$ cat config.mk
export PLATFORM = sky130hd
export DESIGN_NAME = dbpm_fifo
export DESIGN_NICKNAME = d
export VERILOG_FILES = /design/src/hdl/dbpm_fifo.sv
export SDC_FILE = /design/constraint.sdc
export NUM_CORES = 1
export LEC_CHECK = 0
export ABC_CLOCK_PERIOD_IN_PS = 2000
export BUFFER_PORTS_ARGS = -buffer_cell sky130_fd_sc_hd__buf_4
export CORE_AREA = 2 2 43 61
export CTS_CLUSTER_DIAMETER = 50
export DETAILED_ROUTE_END_ITERATION = 10
export DIE_AREA = 0 0 45 63
export GPL_ROUTABILITY_DRIVEN = 0
export GPL_TIMING_DRIVEN = 0
export HOLD_SLACK_MARGIN = 0.02
export PLACE_DENSITY = 0.62
export SETUP_SLACK_MARGIN = 0.1
export SYNTH_ARGS = -nofsm -noshare
export SYNTH_HDL_FRONTEND = slang
export SYNTH_SLANG_ARGS = --single-unit
$ cat constraint.sdc
create_clock -name clk_i -period 2 [get_ports clk_i]
set_clock_uncertainty 0.05 [all_clocks]
set_input_delay 0.4 -clock clk_i [delete_from_list [all_inputs] [get_ports clk_i]]
set_output_delay 0.4 -clock clk_i [all_outputs]
set_load 0.01 [all_outputs]
$ cat src/hdl/dbpm_fifo.sv
// ----------------------------------------------------------------------------
// dbpm_fifo
// Small register queue with full/empty flags, used between pipeline parts.
// ----------------------------------------------------------------------------
module dbpm_fifo #(
  parameter int unsigned WIDTH = 8,
  parameter int unsigned DEPTH = 2
) (
  input  logic             clk_i,
  input  logic             rst_ni,
  input  logic             push_i,
  input  logic [WIDTH-1:0] wdata_i,
  output logic             full_o,
  input  logic             pop_i,
  output logic [WIDTH-1:0] rdata_o,
  output logic             empty_o
);

  localparam int unsigned PW = (DEPTH > 1) ? $clog2(DEPTH) : 1;
  localparam int unsigned CW = $clog2(DEPTH + 1);

  logic [WIDTH-1:0] mem_q [DEPTH];
  logic [PW-1:0]    wptr_q, wptr_d, rptr_q, rptr_d;
  logic [CW-1:0]    cnt_q, cnt_d;
  logic             do_push, do_pop;

  assign full_o  = (cnt_q == CW'(DEPTH));
  assign empty_o = (cnt_q == '0);
  assign rdata_o = mem_q[rptr_q];
  assign do_push = push_i && !full_o;
  assign do_pop  = pop_i && !empty_o;

  always_comb begin
    wptr_d = wptr_q;
    rptr_d = rptr_q;
    cnt_d  = cnt_q;
    if (do_push) begin
      wptr_d = (wptr_q == PW'(DEPTH - 1)) ? '0 : wptr_q + 1'b1;
    end
    if (do_pop) begin
      rptr_d = (rptr_q == PW'(DEPTH - 1)) ? '0 : rptr_q + 1'b1;
    end
    if (do_push && !do_pop) begin
      cnt_d = cnt_q + 1'b1;
    end else if (do_pop && !do_push) begin
      cnt_d = cnt_q - 1'b1;
    end
  end

  always_ff @(posedge clk_i or negedge rst_ni) begin
    if (!rst_ni) begin
      wptr_q <= '0;
      rptr_q <= '0;
      cnt_q  <= '0;
    end else begin
      wptr_q <= wptr_d;
      rptr_q <= rptr_d;
      cnt_q  <= cnt_d;
    end
  end

  always_ff @(posedge clk_i) begin
    if (do_push) begin
      mem_q[wptr_q] <= wdata_i;
    end
  end

endmodule

==> qor.yml <==
logic_synthesis:
  synthArstFlopShare_pct: 20.00
  ys.warnings.count: 0
  synthFlopType: "edfxtp_1"
  syn_area_per_cell_um2: 17.77
  ys_seq_elements: 20
  yosysSeqAreaShare_pct: 74.24
  yosysTopAreaCell: "edfxtp_1"
  synth_edf_count: 16
  synthCells: 44
  synth_area_um2: 782.0
  yosysMostFrequentCell: "edfxtp_1"
  syn_nets: 57
  synthTopCellsByCount: "edfxtp_1 (16), mux2_1 (6), dfrtp_1 (4), nor2_1 (3)"
  ys_top_cells_by_area: "edfxtp_1 (61%), dfrtp_1 (13%), mux2_1 (8.6%)"
  synth.distinct_cells: 15
  yosys.area.top_type_share_pct: 61.44
setup_path:
  rr_startpoint: "cnt_q[0]$_DFFE_PN0P_"
  cp.arrival_ns: 1.32
  cp_max_fo: 9
  r2r-end: "mem_q[0][3]$_DFFE_PP_"
  cpMaxStageDelayCell: "dfrtp_1"
  slowest_delay_ns: 0.37
  crit_type: "flop to output port"
  path_cells: "clkbuf_4, mux2_1, buf_4"
  end_kind: "output port"
  cp.required_ns: 1.55
  crit_end: "rdata_o[6]"
  reg2reg_slack_ns: 0.32
  startpoint: "rptr_q$_DFFE_PN0P_"
  cp-start-kind: "flop"
  rr_worst_depth: 3
finish:
  layout-drive-gt1-share_pct: 41.43
  synthToLayoutAreaGrowth_pct: 28.80
  multi_input_area_um2: 188.9
  seq_area_um2: 580.6
  final_cells: 93
  final_core_util_pct: 43.56
  nFillCells: 210
  n_antenna_cell: 0
  finalInstanceArea_mm2: 0.001007
  nNetsFinal: 84
clocking:
  clkTransAtPathRegs_ns: 0.11
  cts_max_level: 1
  cts_buffer_depth: 2
  cts_tree: "yes"
  post-cts-setup-buffers: 0
  root_buffer: "clkbuf_4"
  clock_latency_ns: 0.29
  numCtsBuffers: 3
  clock-sinks: 20
pwr:
  p_per_area_mw_per_mm2: 1348
  p_switching_mw: 0.4169
  intPower_mw: 0.9405
  power_switching_share_pct: 30.72
  power.share.clock_pct: 14.1
  power.leakage_nw: 0.4152
  power_mw: 1.357
  pwr-share-seq_pct: 47.0
  combPwrFrac_pct: 38.9
  max-vdd-ir-drop_v: 0.0006476
placement:
  dp_slack_ns: 0.3106
  dp_hpwl_um: 853.5
  numPortBuffers: 21
  postPlaceCellArea_um2: 968.4
  post-place-cells: 88
floorplanning:
  die_w_um: 45
  io_pins: 22
  core_mm2: 0.002312
  start_util_pct: 33.82
  dieArea_mm2: 0.002835
  fp.dieH_um: 63
  rows: 21
sta:
  setup_tns_ns: 0
  fmax_mhz: 563.9
  setup_ws_ns: 0.2268
  rsz0062_at_grt: "no"
  maxSlewHeadroom_pct: 52.85
  period_needed_ns: 1.773
  finalHoldViolations: 0
  drv_slew: 0
  setup_violations: 0
  hold_ws_ns: 0.2352
  fin_crit_sh_pct: 88.66
  tightestPinTransition_ns: 0.7047
grt:
  grt_max_degree: 12
  grt_pass1_wl_um: 1925
  grt_pass1_vias: 469
  gr-usage-all-layers_pct: 9.371
  antenna_found_initial: 0
  grt_overflow: 0
status:
  outcome: "finished, final reports clean"
drt:
  via_per_inst: 4.624
  drt_pass1_iterations: 2
  ant_nets: 0
  drt_wl_total_um: 1158
  wl_per_cell_um: 12.45
  drc_errors: 0
  vias: 430
  drtIter0Drc: 11
hold_path:
  holdCritPathClass: "input pin to flop"
flow_run:
  drv_cap: 0
worst max-delay path, delay by kind of cell (launching register included):
| kind | cells | cell delay [ns] |
|---|---|---|
| flip-flops | 1 | 0.37 |
| multiplexers | 1 | 0.33 |
| buffers and inverters | 2 | 0.34 |
registers in the layout, indices dropped and copies added (netlist names):
| register | count |
|---|---|
| rptr_q | 1 |
| wptr_q | 1 |
| cnt_q | 2 |
| mem_q | 16 |
cells in the final DEF (no fill, tap or decap), drive strengths merged:
master	synthesis	routed
dfrtp	4	4
buf	1	21
and3	1	1
clkbuf	0	5
nor2	3	3
dlygate4sd3	0	1
ha	1	1
inv	2	2
edfxtp	16	16
nand2	1	1
o21ai	1	1
xnor2	3	3
mux2	8	8
xor2	2	2
nand2b	1	1
what timing repair did:
| action | 4_1_cts | 5_1_grt |
|---|---|---|
| hold buffers | 1 | 0 |
| resized for setup | 0 | 1 |
| setup endpoints to repair | 0 | 1 |
| endpoints found under the hold margin | 4 | 0 |
routing by layer:
layer  GRT usage [%]  vias up  wire length (µm)  part of all wire, %
li1                -      209                 -                    -
met1           10.44      208               452                   39
met2           15.54       13               633                   55
met3           2.890        0                72                  6.2
met4           4.412        0                 0                    0
met5               0        -                 0                    0
kinds of logic (layout without fill, tap and decap cells):
kind of cell,after synthesis,after routing,share of synthesized area [%]
compound gates,1,1,0.6394
xor+xnor,5,5,6.561
simple gates,6,6,3.841
buf+inv,3,29,1.600
mux,8,8,11.52
fa+ha+maj,1,1,1.600
flops,20,20,74.24
how the worst min path moves through the flow:
stage          startpoint                     to  slack [ns]  depth (start not counted)
6_report       wdata_i[5]  mem_q[1][5]$_DFFE_PP_        0.24                          1
5_1_grt        wdata_i[4]  mem_q[1][4]$_DFFE_PP_        0.20                          1
4_1_cts        wdata_i[2]  mem_q[1][2]$_DFFE_PP_        0.22                          1
3_5_place_dp       rst_ni   cnt_q[0]$_DFFE_PN0P_        0.15                          1
3_3_place_gp       rst_ni     wptr_q$_DFFE_PN0N_        0.15                          1
2_1_floorplan      rst_ni   cnt_q[0]$_DFFE_PN0P_        0.05                          0
final cells by class:
| type | count | area share (%) |
|---|---|---|
| Clock buffer | 4 | 2.609 |
| Sequential cell | 20 | 57.64 |
| Multi-Input combinational cell | 21 | 18.76 |
| Timing Repair Buffer | 22 | 16.65 |
| Tap cell | 23 | 2.857 |
| Inverter | 2 | 0.7453 |
| Buffer | 1 | 0.7453 |
power by group through the flow:
stage / clock, mW / sequential [mW] / combinational, mW
final: 0.192 / 0.637 / 0.528
after global routing: 0.224 / 0.651 / 0.584
after CTS: 0.201 / 0.639 / 0.538
after detailed placement: 0 / 0.646 / 0.534
after global placement: 0 / 0.642 / 0.528
after floorplan: 0 / 0.634 / 0.329
(Power assumes the default switching activity.)
