### config.mk
export PLATFORM = sky130hd
export DESIGN_NAME = dbpm_front
export DESIGN_NICKNAME = d
export VERILOG_FILES = /design/src/hdl/dbpm_pkg.sv /design/src/hdl/dbpm_front.sv
export SDC_FILE = /design/constraint.sdc
export NUM_CORES = 1
export LEC_CHECK = 0
export CAP_MARGIN = 10
export CELL_PAD_IN_SITES_DETAIL_PLACEMENT = 1
export CELL_PAD_IN_SITES_GLOBAL_PLACEMENT = 2
export CORE_MARGIN = 10
export CORE_UTILIZATION = 37
export CTS_BUF_LIST = sky130_fd_sc_hd__clkbuf_8
export CTS_CLUSTER_SIZE = 24
export DETAILED_ROUTE_END_ITERATION = 7
export DONT_BUFFER_PORTS = 1
export PLACE_DENSITY = 0.88
export SYNTH_ARGS = -nofsm -noshare
export SYNTH_HDL_FRONTEND = slang
export SYNTH_SLANG_ARGS = --single-unit
### constraint.sdc
create_clock -name clk_i -period 3.6 [get_ports clk_i]
set_input_delay 0.18 -clock clk_i [delete_from_list [all_inputs] [get_ports clk_i]]
set_output_delay 0.18 -clock clk_i [all_outputs]
set_load 0.01 [all_outputs]
### src/hdl/dbpm_pkg.sv
// ----------------------------------------------------------------------------
// dbpm_pkg
// Shared types, character codes and helpers for the dot-bracket pair matcher.
// ----------------------------------------------------------------------------
package dbpm_pkg;

  localparam int unsigned CHAR_W = 8;
  localparam int unsigned POS_W  = 12;
  // widest stack address over the legal column range
  localparam int unsigned ADDR_W = 16;

  localparam logic [CHAR_W-1:0] CH_OPEN_PAREN  = 8'h28;  // (
  localparam logic [CHAR_W-1:0] CH_CLOSE_PAREN = 8'h29;  // )
  localparam logic [CHAR_W-1:0] CH_OPEN_ANGLE  = 8'h3C;  // <
  localparam logic [CHAR_W-1:0] CH_CLOSE_ANGLE = 8'h3E;  // >
  localparam logic [CHAR_W-1:0] CH_OPEN_BRACE  = 8'h7B;  // {
  localparam logic [CHAR_W-1:0] CH_CLOSE_BRACE = 8'h7D;  // }
  localparam logic [CHAR_W-1:0] CH_A           = 8'h41;
  localparam logic [CHAR_W-1:0] CH_C           = 8'h43;
  localparam logic [CHAR_W-1:0] CH_G           = 8'h47;
  localparam logic [CHAR_W-1:0] CH_U           = 8'h55;

  typedef enum logic [1:0] {
    ST_KEPT       = 2'd0,
    ST_REJECTED   = 2'd1,
    ST_UNBALANCED = 2'd2,
    ST_OVERFLOW   = 2'd3
  } status_e;

  typedef enum logic [1:0] {
    OP_PUSH  = 2'd0,
    OP_POP   = 2'd1,
    OP_UNBAL = 2'd2,
    OP_OVF   = 2'd3
  } op_kind_e;

  // one classified column handed from front to back
  typedef struct packed {
    op_kind_e           kind;
    logic [ADDR_W-1:0]  addr;
    logic [POS_W-1:0]   pos;
    logic [CHAR_W-1:0]  base;
  } op_t;

  typedef struct packed {
    logic [POS_W-1:0] open_pos;
    logic [POS_W-1:0] close_pos;
    status_e          status;
  } res_t;

  function automatic logic is_opener(input logic [CHAR_W-1:0] c);
    return (c == CH_OPEN_PAREN) || (c == CH_OPEN_ANGLE) || (c == CH_OPEN_BRACE);
  endfunction

  function automatic logic is_closer(input logic [CHAR_W-1:0] c);
    return (c == CH_CLOSE_PAREN) || (c == CH_CLOSE_ANGLE) || (c == CH_CLOSE_BRACE);
  endfunction

  // a: closing base, b: opening base
  function automatic logic bases_pair(input logic [CHAR_W-1:0] a,
                                      input logic [CHAR_W-1:0] b);
    return (((a == CH_A) || (a == CH_G)) && (b == CH_U)) ||
           ((a == CH_U) && ((b == CH_A) || (b == CH_G))) ||
           ((a == CH_G) && (b == CH_C)) ||
           ((a == CH_C) && (b == CH_G));
  endfunction

endpackage

### src/hdl/dbpm_front.sv
// ----------------------------------------------------------------------------
// dbpm_front
// Classifies each column, tracks column index and stack depth, and issues
// push / pop / error operations to the back end.
// ----------------------------------------------------------------------------
module dbpm_front import dbpm_pkg::*; #(
  parameter int unsigned MAX_COLUMNS = 4096
) (
  input  logic              clk_i,
  input  logic              rst_ni,
  input  logic              push_i,
  input  logic [CHAR_W-1:0] struct_char_i,
  input  logic [CHAR_W-1:0] base_char_i,
  input  logic              last_i,
  input  logic              op_full_i,
  output logic              op_push_o,
  output op_t               op_o
);

  localparam int unsigned DW = $clog2(MAX_COLUMNS + 1);

  logic [DW-1:0]        col_q, col_d;
  logic [DW-1:0]        depth_q, depth_d;
  logic [DW-1:0]        stack_idx;
  logic [DW+POS_W-1:0]  col_ext;
  logic [DW+ADDR_W-1:0] idx_ext;
  logic                 opener, closer, ovf, accept;

  assign opener  = is_opener(struct_char_i);
  assign closer  = is_closer(struct_char_i);
  // column counter saturates at MAX_COLUMNS
  assign ovf     = (col_q == DW'(MAX_COLUMNS));
  assign accept  = push_i && !op_full_i;

  assign stack_idx = opener ? depth_q : depth_q - 1'b1;
  assign col_ext   = {{POS_W{1'b0}}, col_q};
  assign idx_ext   = {{ADDR_W{1'b0}}, stack_idx};

  assign op_push_o = accept && (opener || closer);

  always_comb begin
    op_o.addr = idx_ext[ADDR_W-1:0];
    op_o.pos  = col_ext[POS_W-1:0];
    op_o.base = base_char_i;
    priority if (ovf) begin
      op_o.kind = OP_OVF;
    end else if (opener) begin
      op_o.kind = OP_PUSH;
    end else if (depth_q == '0) begin
      op_o.kind = OP_UNBAL;
    end else begin
      op_o.kind = OP_POP;
    end
  end

  always_comb begin
    col_d   = col_q;
    depth_d = depth_q;
    if (accept) begin
      if (!ovf) begin
        col_d = col_q + 1'b1;
      end
      // depth never exceeds the column count, so a push always fits
      if (op_push_o && (op_o.kind == OP_PUSH)) begin
        depth_d = depth_q + 1'b1;
      end else if (op_push_o && (op_o.kind == OP_POP)) begin
        depth_d = depth_q - 1'b1;
      end
      if (last_i) begin
        col_d   = '0;
        depth_d = '0;
      end
    end
  end

  always_ff @(posedge clk_i or negedge rst_ni) begin
    if (!rst_ni) begin
      col_q   <= '0;
      depth_q <= '0;
    end else begin
      col_q   <= col_d;
      depth_q <= depth_d;
    end
  end

endmodule

==> results of run 1 <==
==> synthesized netlist by cell type (all sizes together), types with 7 or more instances <==
library cell / instances / area, um2
buf: 31 / 221
nor2: 29 / 109
dfrtp: 26 / 651
nand2: 25 / 93.8
clkbuf: 15 / 56.3
nor3: 15 / 75.1
xor2: 14 / 123
nand3: 12 / 60.1
xnor2: 11 / 96.3
nor4: 9 / 56.3
o21ai: 8 / 40.0
a21oi: 7 / 35.0
inv: 7 / 26.3
==> logic make-up after synthesis <==
family | Yosys count | synth area share (%)
adder cells (fa/ha/maj) | 4 | 2.13
other | 1 | 0.160
flip-flops | 26 | 27.7
multiplexers | 3 | 1.33
AO/OA/AOI/OAI | 54 | 17.7
buffers and inverters | 53 | 12.9
AND/OR/NAND/NOR | 131 | 28.7
XOR/XNOR | 25 | 9.32
==> worst max-delay path, delay by kind of cell, from the launching register on <==
family	cells	cell delay [ns]
buffers and inverters	1	0.11
flip-flops	1	0.47
AO/OA/AOI/OAI	3	0.58
adder cells (fa/ha/maj)	1	0.23
AND/OR/NAND/NOR	3	1.37
==> per-stage QoR <==
step,util [%],total power (uW),std cells
after floorplan,-,611,299
after global placement,36.5,623,332
after global routing,38.2,955,338
final,38.2,895,338
after detailed placement,36.5,634,332
after CTS,38.2,906,338
==> what timing repair did <==
action                                 in CTS  in global routing
hold buffers                                2                  0
setup endpoints to repair                   0                  0
buffers inserted                            0                  0
endpoints found under the hold margin      26                  0
==> layout make-up <==
class                   instances  area share [%]
multi-input cells             220            60.8
flip-flops and latches         26            28.2
well taps                      75            4.07
repair buffers                  6            2.61
clock buffers                   3            1.79
clock inverters                 1            1.30
inverters                       7            1.14
==> per-layer routing <==
layer / up-vias / part of all wire (%)
li1: 983 / -
met3: 9 / 7.4
met2: 62 / 43
met4: 0 / 1.6
met5: - / 0
met1: 1007 / 48
==> sequential cells by signal, indices dropped and copies added (netlist names) <==
name	count
col_q	13
depth_q	13
==> worst paths after layout <==
kind                                 start     endpoint  slack, ns
worst max-delay path            depth_q[0]   depth_q[8]       0.73
worst min-delay path                last_i   depth_q[2]       0.03
worst max register to register  depth_q[0]   depth_q[8]       0.73
worst min register to register   col_q[12]    col_q[12]       0.56
max in group asynchronous           rst_ni  depth_q[12]       3.12
min in group asynchronous           rst_ni   depth_q[1]       0.32
==> where the power goes <==
group,internal [uW],switching [uW]
Clock,149,111
Sequential,323,69.7
Combinational,98.0,144
==> flow_summary.rst, run 1 <==
.. list-table::
   :header-rows: 1

   * - Metric
     - Value
   * - Status
     - complete, no violations
   * - IO buf count
     - 0
   * - Final-layout worst hold slack
     - 0.0281 ns
   * - Peak Freq
     - 348 MHz
   * - Distinct cells, synth
     - 53
   * - Hold violation count in the final report
     - 0
   * - Count of synthesis-stage warnings from yosys
     - 0
   * - Mapped Cells
     - 297
   * - Total standard cell area after synthesis
     - 2350 um2
   * - Endpoint required time on the critical path
     - 3.79 ns
   * - Post-synthesis sequential area ratio
     - 27.7%
   * - Pre-antenna DRT Iters
     - 4
   * - Worst path cell trace
     - inv_1 > ha_1 > or3b_1 > or4_4 > o211ai_4 > or3_1 > o22ai_1 > a221o_1
   * - Ports placed on the boundary
     - 60
   * - Clock latency reported for the late side of the worst-skew pair
     - 0.29 ns
   * - Number of violations of the max-capacitance limit
     - 0
   * - Setup repair after global routing missed its margin
     - no
   * - Post-CTS clock slew at the launch and capture registers of the worst setup and hold paths
     - 0.10 ns
   * - Violation count after the first detailed-route iteration
     - 157
   * - Critical setup path kind
     - flip-flop to flip-flop
   * - Clock period minus final worst setup slack
     - 2.87 ns
   * - DR WL/cell
     - 20.4 um
   * - Least-Margin Pin Slew
     - 0.754 ns
   * - Crit-path max FO
     - 10
   * - Multi-input logic area
     - 1400 um2
   * - Worst-case clock skew
     - 0.00605 ns
   * - Synth Area per Inst
     - 7.91 um2
   * - Busiest layer in global routing
     - met2
   * - Met1 Track Usage GR
     - 18.8%
   * - CTS sink count
     - 26
   * - Final-report max-slew violation count
     - 0
   * - Most frequent cells in the layout
     - sky130_fd_sc_hd__nor2_1, sky130_fd_sc_hd__dfrtp_1, sky130_fd_sc_hd__nand2_1
   * - Width of the die
     - 99.7 um
   * - Detailed placer's ending HPWL
     - 5120 um
   * - Post-route cell area
     - 2300 um2
   * - Post-synth EDFFs
     - 0
   * - Most common library cell in the layout ignoring fill and taps
     - sky130_fd_sc_hd__nor2_1
   * - Number of antenna diodes
     - 0
   * - Fin crit share
     - 79.8%
   * - Worst setup slack after placement
     - 0.752 ns
   * - Worst-case headroom to the max-slew limit
     - 49.3%
   * - Fraction of final layout cells with drive strength greater than 1
     - 6.84%
   * - Grt total ovfl
     - 0
   * - Via/cell ratio
     - 6.10
   * - Met2 capacity usage during global routing
     - 20.1%
   * - Total wire length
     - 6890 um
   * - First-pass GRT wire length
     - 11,400 um
   * - Sequential Area
     - 651 um2
   * - Global router's overall resource usage
     - 13.7%
   * - Layout Area Growth over Synthesis
     - -1.92%
   * - Number of synthesized register bits
     - 26
   * - Total number of nets in the final design
     - 289
   * - Vias post-DR
     - 2,061
   * - Clock Tree Buf Depth
     - 2
   * - PnR worst setup slack
     - 0.729 ns
   * - Async SR Flop Fraction
     - 100%
   * - Total Die Area
     - 9930 um2
   * - Total core area
     - 6030 um2
   * - # rows
     - 28
   * - Hold depth
     - 1
   * - Via count of the first global-routing pass
     - 2,106
   * - Type of element launching the critical path
     - flip-flop
   * - Drc violations
     - 0
   * - Data arrival, critical path
     - 3.06 ns
   * - Initial antenna violation count
     - 0
   * - Worst path slowest cell
     - sky130_fd_sc_hd__or4_4
   * - Max IR drop VDD
     - 0.000177 V
   * - Height of the die
     - 99.7 um
   * - Clock tree root driver cell
     - sky130_fd_sc_hd__clkbuf_8
   * - TritonCTS clock tree
     - built
   * - Power density of the placed cells
     - 389 nW/um2
   * - Layout filler cell count
     - 757
   * - Dominant register cell in the synthesized netlist
     - sky130_fd_sc_hd__dfrtp_1
   * - GP Congestion
     - 0.832
   * - Sort of element at the end of the critical path
     - flip-flop
   * - Final count of negative-setup-slack endpoints
     - 0
   * - GR Layer Usage met3
     - 3.11%
   * - Number of cells upsized or downsized after cts
     - 0
   * - Total negative slack
     - 0 ns
   * - Placed standard-cell area
     - 2200 um2
   * - Leakage dissipation
     - 0.000909 uW
   * - Post-route antenna net violation count
     - 0
   * - Tightest Hold Check Type
     - primary input to flip-flop
   * - Number of cell instances on the worst register-to-register path
     - 8
   * - Highest cell delay on the worst timing path
     - 0.58 ns
   * - Initial standard-cell utilization of the core
     - 39.0%
   * - Number of buffers created by CTS
     - 3
   * - Largest net degree at the start of global routing
     - 27
   * - Maximum level of the CTS H-tree
     - 1
No activity file was read; power rests on OpenSTA's default activity.
==> run 2, diff against run 1 <==
==> constraint.sdc (replaced) <==
create_clock -name clk_i -period 2.7 [get_ports clk_i]
set_input_delay 0.135 -clock clk_i [delete_from_list [all_inputs] [get_ports clk_i]]
set_output_delay 0.135 -clock clk_i [all_outputs]
set_load 0.01 [all_outputs]
==> run 2 against run 1 <==
  * Clock power grew 33%
  * Sequential power up 25%
  * Worst hold slack improved by 0.0046 ns
  * Register-to-register slack got worse by 0.56 ns
  * First-iteration DRC count fell by 15%
  * Highest routed layer unchanged
==> flow_summary.rst, run 2 (same netlist as run 1, synthesis figures left out) <==
.. list-table::
   :header-rows: 1

   * - Metric
     - Value
   * - DR WL/cell
     - 20.8 um (+1.8%)
   * - Worst-case headroom to the max-slew limit
     - 42.7% (-6.6 points)
   * - Data arrival, critical path
     - 2.39 ns (-0.67 ns)
   * - Width of the die
     - 99.7 um (unchanged)
   * - Pre-antenna DRT Iters
     - 4 (unchanged)
   * - Worst reg-to-reg setup slack
     - 0.17 ns (-0.56 ns)
   * - Clock period minus final worst setup slack
     - 2.53 ns
   * - Post-route cell area
     - 2470 um2 (+7.2%)
   * - Worst path slowest cell
     - sky130_fd_sc_hd__or4_1
   * - Violation count after the first detailed-route iteration
     - 134 (-15%)
   * - Leakage dissipation
     - 0.00100 uW (+10%)
   * - Height of the die
     - 99.7 um (unchanged)
   * - Relative contribution of sequential cells to total power
     - 39.4% (-4.5 points)
   * - Number of buffers created by CTS
     - 3 (unchanged)
   * - Layout Area Growth over Synthesis
     - 5.17%
   * - Peak Freq
     - 396 MHz
   * - Worst-case clock skew
     - 0.0116 ns (+0.00552 ns)
   * - Highest cell delay on the worst timing path
     - 0.64 ns (+0.06 ns)
   * - Detailed placer's ending HPWL
     - 5530 um (+8.0%)
   * - Maximum level of the CTS H-tree
     - 1 (unchanged)
   * - Total wire length
     - 7410 um (+7.5%)
   * - Net switching power figure
     - 449 uW (+38%)
   * - Fraction of final layout cells with drive strength greater than 1
     - 14.2% (+7.3 points)
   * - Hold path startpoint
     - last_i
   * - Clock latency reported for the late side of the worst-skew pair
     - 0.29 ns (about the same)
   * - Via count of the first global-routing pass
     - 2,202 (+4.6%)
   * - Type of element launching the critical path
     - flip-flop
   * - Total Die Area
     - 9930 um2 (unchanged)
   * - IO buf count
     - 0 (unchanged)
   * - Switching part of the total
     - 35.9% (-0.33 points)
   * - Clock tree root driver cell
     - sky130_fd_sc_hd__clkbuf_8
   * - Worst-case hold path end point
     - depth_q[10]
   * - Worst path cell trace
     - or4_1 > or4_1 > nor2_1 > xor2_1
   * - Top Registers
     - col_q (13), depth_q (13)
   * - Initial antenna violation count
     - 0 (unchanged)
   * - Number of antenna diodes
     - 0 (unchanged)
   * - Least-Margin Pin Slew
     - 0.858 ns (+0.105 ns)
   * - Ports placed on the boundary
     - 60 (unchanged)
   * - Sort of element at the end of the critical path
     - primary output
   * - Status
     - complete, no violations
   * - Largest net degree at the start of global routing
     - 27 (unchanged)
   * - Critical setup path kind
     - flip-flop to primary output
   * - Most common library cell in the layout ignoring fill and taps
     - sky130_fd_sc_hd__nor2_1
   * - TritonCTS clock tree
     - built
   * - Power share of the clock group
     - 27.6% (-1.4 points)
   * - Critical R2R Capture
     - depth_q[11]
   * - Internal cell power
     - 800 uW (+40%)
   * - Setup repair after global routing missed its margin
     - no
   * - Clock Tree Buf Depth
     - 2 (unchanged)
   * - Drc violations
     - 0 (unchanged)
   * - Comb power frac
     - 33.0% (+5.9 points)
   * - Placed standard-cell area
     - 2330 um2 (+5.8%)
   * - Critical path buffers and inverters
     - 0 (-1)
   * - Post-CTS clock slew at the launch and capture registers of the worst setup and hold paths
     - 0.11 ns (about the same)
   * - Crit-path max FO
     - 8 (-2)
   * - Fin crit share
     - 93.6%
   * - Total number of nets in the final design
     - 308 (+6.6%)
   * - GP Congestion
     - 0.889 (+6.8%)
   * - Total negative slack
     - 0 ns (unchanged)
   * - Worst setup path startpoint
     - depth_q[3]
   * - Launching point of the worst reg2reg path
     - depth_q[1]
   * - Grt total ovfl
     - 0 (unchanged)
   * - Number of violations of the max-capacitance limit
     - 0 (unchanged)
   * - Tightest Hold Check Type
     - primary input to flip-flop
   * - Total core area
     - 6030 um2 (unchanged)
   * - Most prevalent standard cell on the critical path
     - sky130_fd_sc_hd__or4_1
   * - Power density of the placed cells
     - 506 nW/um2 (+30%)
   * - Final count of negative-setup-slack endpoints
     - 0 (unchanged)
   * - Initial standard-cell utilization of the core
     - 39.0% (unchanged)
   * - Hold depth
     - 2 (+1)
   * - # rows
     - 28 (unchanged)
   * - Endpoint required time on the critical path
     - 2.57 ns (-1.22 ns)
   * - Hold violation count in the final report
     - 0 (unchanged)
   * - Global router's overall resource usage
     - 14.5% (+0.83 points)
   * - CTS sink count
     - 26 (unchanged)
   * - Cell type group with the largest total delay on the critical path
     - simple AND/OR/NAND/NOR gates
   * - First-pass GRT wire length
     - 12,000 um (+5.0%)
   * - Vias post-DR
     - 2,186 (+6.1%)
   * - Post-route antenna net violation count
     - 0 (unchanged)
   * - Most frequent cells in the layout
     - sky130_fd_sc_hd__nor2_1, sky130_fd_sc_hd__dfrtp_1, sky130_fd_sc_hd__nand2_1
   * - Number of cell instances on the worst register-to-register path
     - 8 (unchanged)
   * - Max IR drop VDD
     - 0.000229 V (+29%)
   * - Via/cell ratio
     - 6.12 (+0.42%)
   * - Final-report max-slew violation count
     - 0 (unchanged)
[run 2: changes by cell type in the layout (fill, tap and decap cells not counted), sizes merged]
cell and delta:
buf +18, dlygate4sd3 +1
[run 2: area by class of cell]
type | instances | area [um2]
clock buffer | 3 | 41.3
clock inverter | 1 | 30.0
fill | 753 | 3560
inverter | 7 | 26.3
multi-input combinational | 220 | 1420
sequential | 26 | 651
tap | 75 | 93.8
timing repair buffer | 25 | 205
[run 2: what timing repair did]
item                                    in CTS  in global routing
buffers inserted                             0                  1
hold buffers                                 3                  0
gates resized for setup                      0                  4
endpoints found under the hold margin       27                  0
endpoints found under the setup margin       0                 11
[run 2: worst max path at each step]
stage / depth (start not counted) / slack [ns] / endpoint
after floorplan: 10 / 0.09 / depth_q[8]
after global placement: 8 / 0.16 / depth_q[8]
after detailed placement: 8 / 0.07 / depth_q[8]
after CTS: 8 / 0.05 / depth_q[8]
after global routing: 9 / 0.0002 / depth_q[12]
final: 4 / 0.17 / op_o[27]
[run 2: stage by stage]
step / util [%] / instances / hold slack [ns] / worst slack (ns) / total power [uW]
after global placement: 38.7 / 349 / -0.159 / 0.164 / 879
after global routing: 41.0 / 357 / 0.0410 / 0.000199 / 1320
final: 41.0 / 357 / 0.0327 / 0.172 / 1250
after CTS: 40.5 / 356 / 0.0376 / 0.0512 / 1250
after detailed placement: 38.7 / 349 / -0.159 / 0.0705 / 893
after floorplan: - / 299 / -0.161 / 0.0871 / 815
[run 2: per-layer routing]
metal,global-route usage (%),vias to the layer above,part of all wire [%]
met5,0,-,0
met4,5.07,0,1.5
met3,3.25,13,6.2
met2,22.7,58,46
met1,19.1,1096,46
li1,-,1019,-
[run 2: power by group through the flow]
stage | clock network, uW | registers (uW) | logic (uW)
2_1_floorplan | 0 | 469 | 346
3_3_place_gp | 0 | 498 | 381
3_5_place_dp | 0 | 501 | 392
4_1_cts | 350 | 493 | 410
5_1_grt | 363 | 500 | 457
6_report | 345 | 492 | 412
==> run 3, diff against run 2 <==
--- a/config.mk
+++ b/config.mk
@@ -14,7 +14,8 @@
 export CTS_CLUSTER_SIZE = 24
 export DETAILED_ROUTE_END_ITERATION = 7
 export DONT_BUFFER_PORTS = 1
-export PLACE_DENSITY = 0.88
+export GPL_ROUTABILITY_DRIVEN = 0
+export PLACE_DENSITY = 0.79
 export SYNTH_ARGS = -nofsm -noshare
 export SYNTH_HDL_FRONTEND = slang
 export SYNTH_SLANG_ARGS = --single-unit
==> run 3 against run 2 <==
  * Die area unchanged
  * Sequential share of layout area up 0.080 points
  * Final cell count up 0.28%
  * Non-clock buffer count up 1
  * Critical path depth up 1
  * Combinational power about the same
  * Clock-buffer cell count up 1
  * Wire length down 6.3%
  * Worst hold slack better by 0.0067 ns
  * Via count down 2.7%
  * Critical path type unchanged
  * Critical endpoint unchanged
  * Highest routed layer unchanged
==> flow_summary.rst, run 3 (same netlist as run 1, synthesis figures left out) <==
.. list-table::
   :header-rows: 1

   * - Metric
     - Value
   * - Number of cell instances on the worst register-to-register path
     - 9 (+1)
   * - Drc violations
     - 0 (unchanged)
   * - Instance count after placement with tap cells included
     - 348 (-0.29%)
   * - Most common library cell in the layout ignoring fill and taps
     - sky130_fd_sc_hd__nor2_1
   * - Total negative slack
     - 0 ns (unchanged)
   * - Power share of the clock group
     - 22.8% (-4.8 points)
   * - Worst-case headroom to the max-slew limit
     - 49.3% (+6.7 points)
   * - Number of buffers created by CTS
     - 3 (unchanged)
   * - Initial antenna violation count
     - 0 (unchanged)
   * - Via count of the first global-routing pass
     - 2,168 (-1.5%)
   * - IO buf count
     - 0 (unchanged)
   * - Initial standard-cell utilization of the core
     - 39.0% (unchanged)
   * - Total Die Area
     - 9930 um2 (unchanged)
   * - Worst path cell trace
     - buf_4 > or4_1 > or4_1 > nor2_1 > xor2_1
   * - Least-Margin Pin Slew
     - 0.757 ns (-0.101 ns)
   * - Final count of negative-setup-slack endpoints
     - 0 (unchanged)
   * - Post-route non-filler standard cell count
     - 358 (+0.28%)
   * - Status
     - complete, no violations
   * - Peak Freq
     - 389 MHz (-1.7%)
   * - Width of the die
     - 99.7 um (unchanged)
   * - Tightest Hold Check Type
     - primary input to flip-flop
   * - Most frequent cells in the layout
     - sky130_fd_sc_hd__nor2_1, sky130_fd_sc_hd__dfrtp_1, sky130_fd_sc_hd__nand2_1
   * - Comb power frac
     - 35.6% (+2.6 points)
   * - Fraction of final layout cells with drive strength greater than 1
     - 14.8% (+0.66 points)
   * - Net switching power figure
     - 427 uW (-4.9%)
   * - Pre-antenna DRT Iters
     - 4 (unchanged)
   * - Instance count on the critical path
     - 5 (+1)
   * - Post-CTS clock slew at the launch and capture registers of the worst setup and hold paths
     - 0.09 ns (-0.02 ns)
   * - Power density of the placed cells
     - 470 nW/um2 (-7.1%)
   * - Number of violations of the max-capacitance limit
     - 0 (unchanged)
   * - Met2 capacity usage during global routing
     - 21.0% (-1.7 points)
   * - Clock tree root driver cell
     - sky130_fd_sc_hd__clkbuf_8
   * - Total wire length
     - 6950 um (-6.3%)
   * - Clock Tree Buf Depth
     - 2 (unchanged)
   * - Highest cell delay on the worst timing path
     - 0.63 ns (about the same)
   * - Relative contribution of sequential cells to total power
     - 41.6% (+2.2 points)
   * - Switching part of the total
     - 36.9% (+0.96 points)
   * - Type of element launching the critical path
     - flip-flop
   * - Data arrival, critical path
     - 2.44 ns (+0.05 ns)
   * - Most prevalent standard cell on the critical path
     - sky130_fd_sc_hd__or4_1
   * - TritonCTS clock tree
     - built
   * - Top Registers
     - col_q (13), depth_q (13)
   * - Max IR drop VDD
     - 0.000251 V (+9.5%)
   * - Leakage dissipation
     - 0.00100 uW (-0.37%)
   * - CTS sink count
     - 26 (unchanged)
   * - Fin crit share
     - 95.3% (+1.6 points)
   * - Met1 Track Usage GR
     - 19.1% (+0.025 points)
   * - Worst path slowest cell
     - sky130_fd_sc_hd__or4_1
   * - First-pass GRT wire length
     - 11,700 um (-2.5%)
   * - Critical setup path kind
     - flip-flop to primary output
   * - Endpoint required time on the critical path
     - 2.57 ns (about the same)
   * - Clock period minus final worst setup slack
     - 2.57 ns (+0.0439 ns)
   * - Via/cell ratio
     - 5.94 (-3.0%)
   * - Internal cell power
     - 730 uW (-8.8%)
   * - Final Power
     - 1160 uW (-7.4%)
   * - Hold violation count in the final report
     - 0 (unchanged)
   * - Sort of element at the end of the critical path
     - primary output
   * - Height of the die
     - 99.7 um (unchanged)
   * - Grt total ovfl
     - 0 (unchanged)
   * - Global router's overall resource usage
     - 13.9% (-0.66 points)
   * - Violation count after the first detailed-route iteration
     - 113 (-16%)
   * - Crit-path max FO
     - 6 (-2)
   * - Final-report max-slew violation count
     - 0 (unchanged)
   * - Layout Area Growth over Synthesis
     - 4.85%
   * - Largest net degree at the start of global routing
     - 27 (unchanged)
   * - Cell type group with the largest total delay on the critical path
     - simple AND/OR/NAND/NOR gates
   * - Maximum level of the CTS H-tree
     - 1 (unchanged)
   * - Ports placed on the boundary
     - 60 (unchanged)
   * - Total number of nets in the final design
     - 309 (+0.32%)
   * - Number of antenna diodes
     - 0 (unchanged)
   * - DR WL/cell
     - 19.4 um (-6.5%)
   * - GR Layer Usage met3
     - 3.88% (+0.62 points)
   * - Busiest layer in global routing
     - met2
   * - Critical path buffers and inverters
     - 1 (+1)
   * - Clock latency reported for the late side of the worst-skew pair
     - 0.28 ns (about the same)
   * - Vias post-DR
     - 2,126 (-2.7%)
   * - Worst-case clock skew
     - 0.00440 ns (-0.00717 ns)
   * - Total core area
     - 6030 um2 (unchanged)
   * - # rows
     - 28 (unchanged)
   * - Detailed placer's ending HPWL
     - 5300 um (-4.1%)
   * - Hold depth
     - 1 (-1)
   * - Post-route antenna net violation count
     - 0 (unchanged)
run 3: path summary, 6_finish.rpt:
kind / start / end / slack [ns]
max in group asynchronous: rst_ni / depth_q[2] / 2.26
worst max register to register: depth_q[1] / depth_q[12] / 0.14
worst min register to register: col_q[12] / col_q[12] / 0.55
worst min-delay path: last_i / depth_q[2] / 0.04
min in group asynchronous: rst_ni / col_q[3] / 0.28
worst max-delay path: depth_q[0] / op_o[27] / 0.13
run 3: cell type report:
class | instances | area, um2
fill | 732 | 3560
multi-input combinational | 220 | 1430
timing repair buffer | 26 | 210
inverter | 7 | 26.3
clock buffer | 4 | 55.1
tap | 75 | 93.8
sequential | 26 | 651
run 3: layer usage:
layer | vias up | routed length (um)
met4 | 0 | 87
met5 | - | 0
met2 | 51 | 2890
met3 | 6 | 428
met1 | 1049 | 3540
li1 | 1020 | -
run 3: through the flow:
step | setup slack, ns | hold slack [ns] | util [%] | area [um2]
4_1_cts | 0.0428 | 0.0225 | 40.0 | 2410
5_1_grt | -0.000202 | 0.0253 | 40.9 | 2460
3_3_place_gp | 0.151 | -0.160 | 38.5 | 2320
3_5_place_dp | 0.0563 | -0.160 | 38.5 | 2320
2_1_floorplan | 0.0871 | -0.161 | - | 2360
6_report | 0.128 | 0.0394 | 40.9 | 2460
run 3: power groups by stage:
stage / logic, uW / clock network [uW] / registers, uW
finish: 412 / 264 / 481
global placement: 391 / 0 / 489
CTS: 412 / 275 / 483
floorplan: 346 / 0 / 469
global route: 465 / 289 / 491
detailed placement: 396 / 0 / 491
run 3: timing repair:
item / in CTS / in global routing
hold endpoints to repair: 26 / 0
hold buffers: 2 / 0
setup buffers: 0 / 4
resized for setup: 0 / 4
setup endpoints to repair: 0 / 6
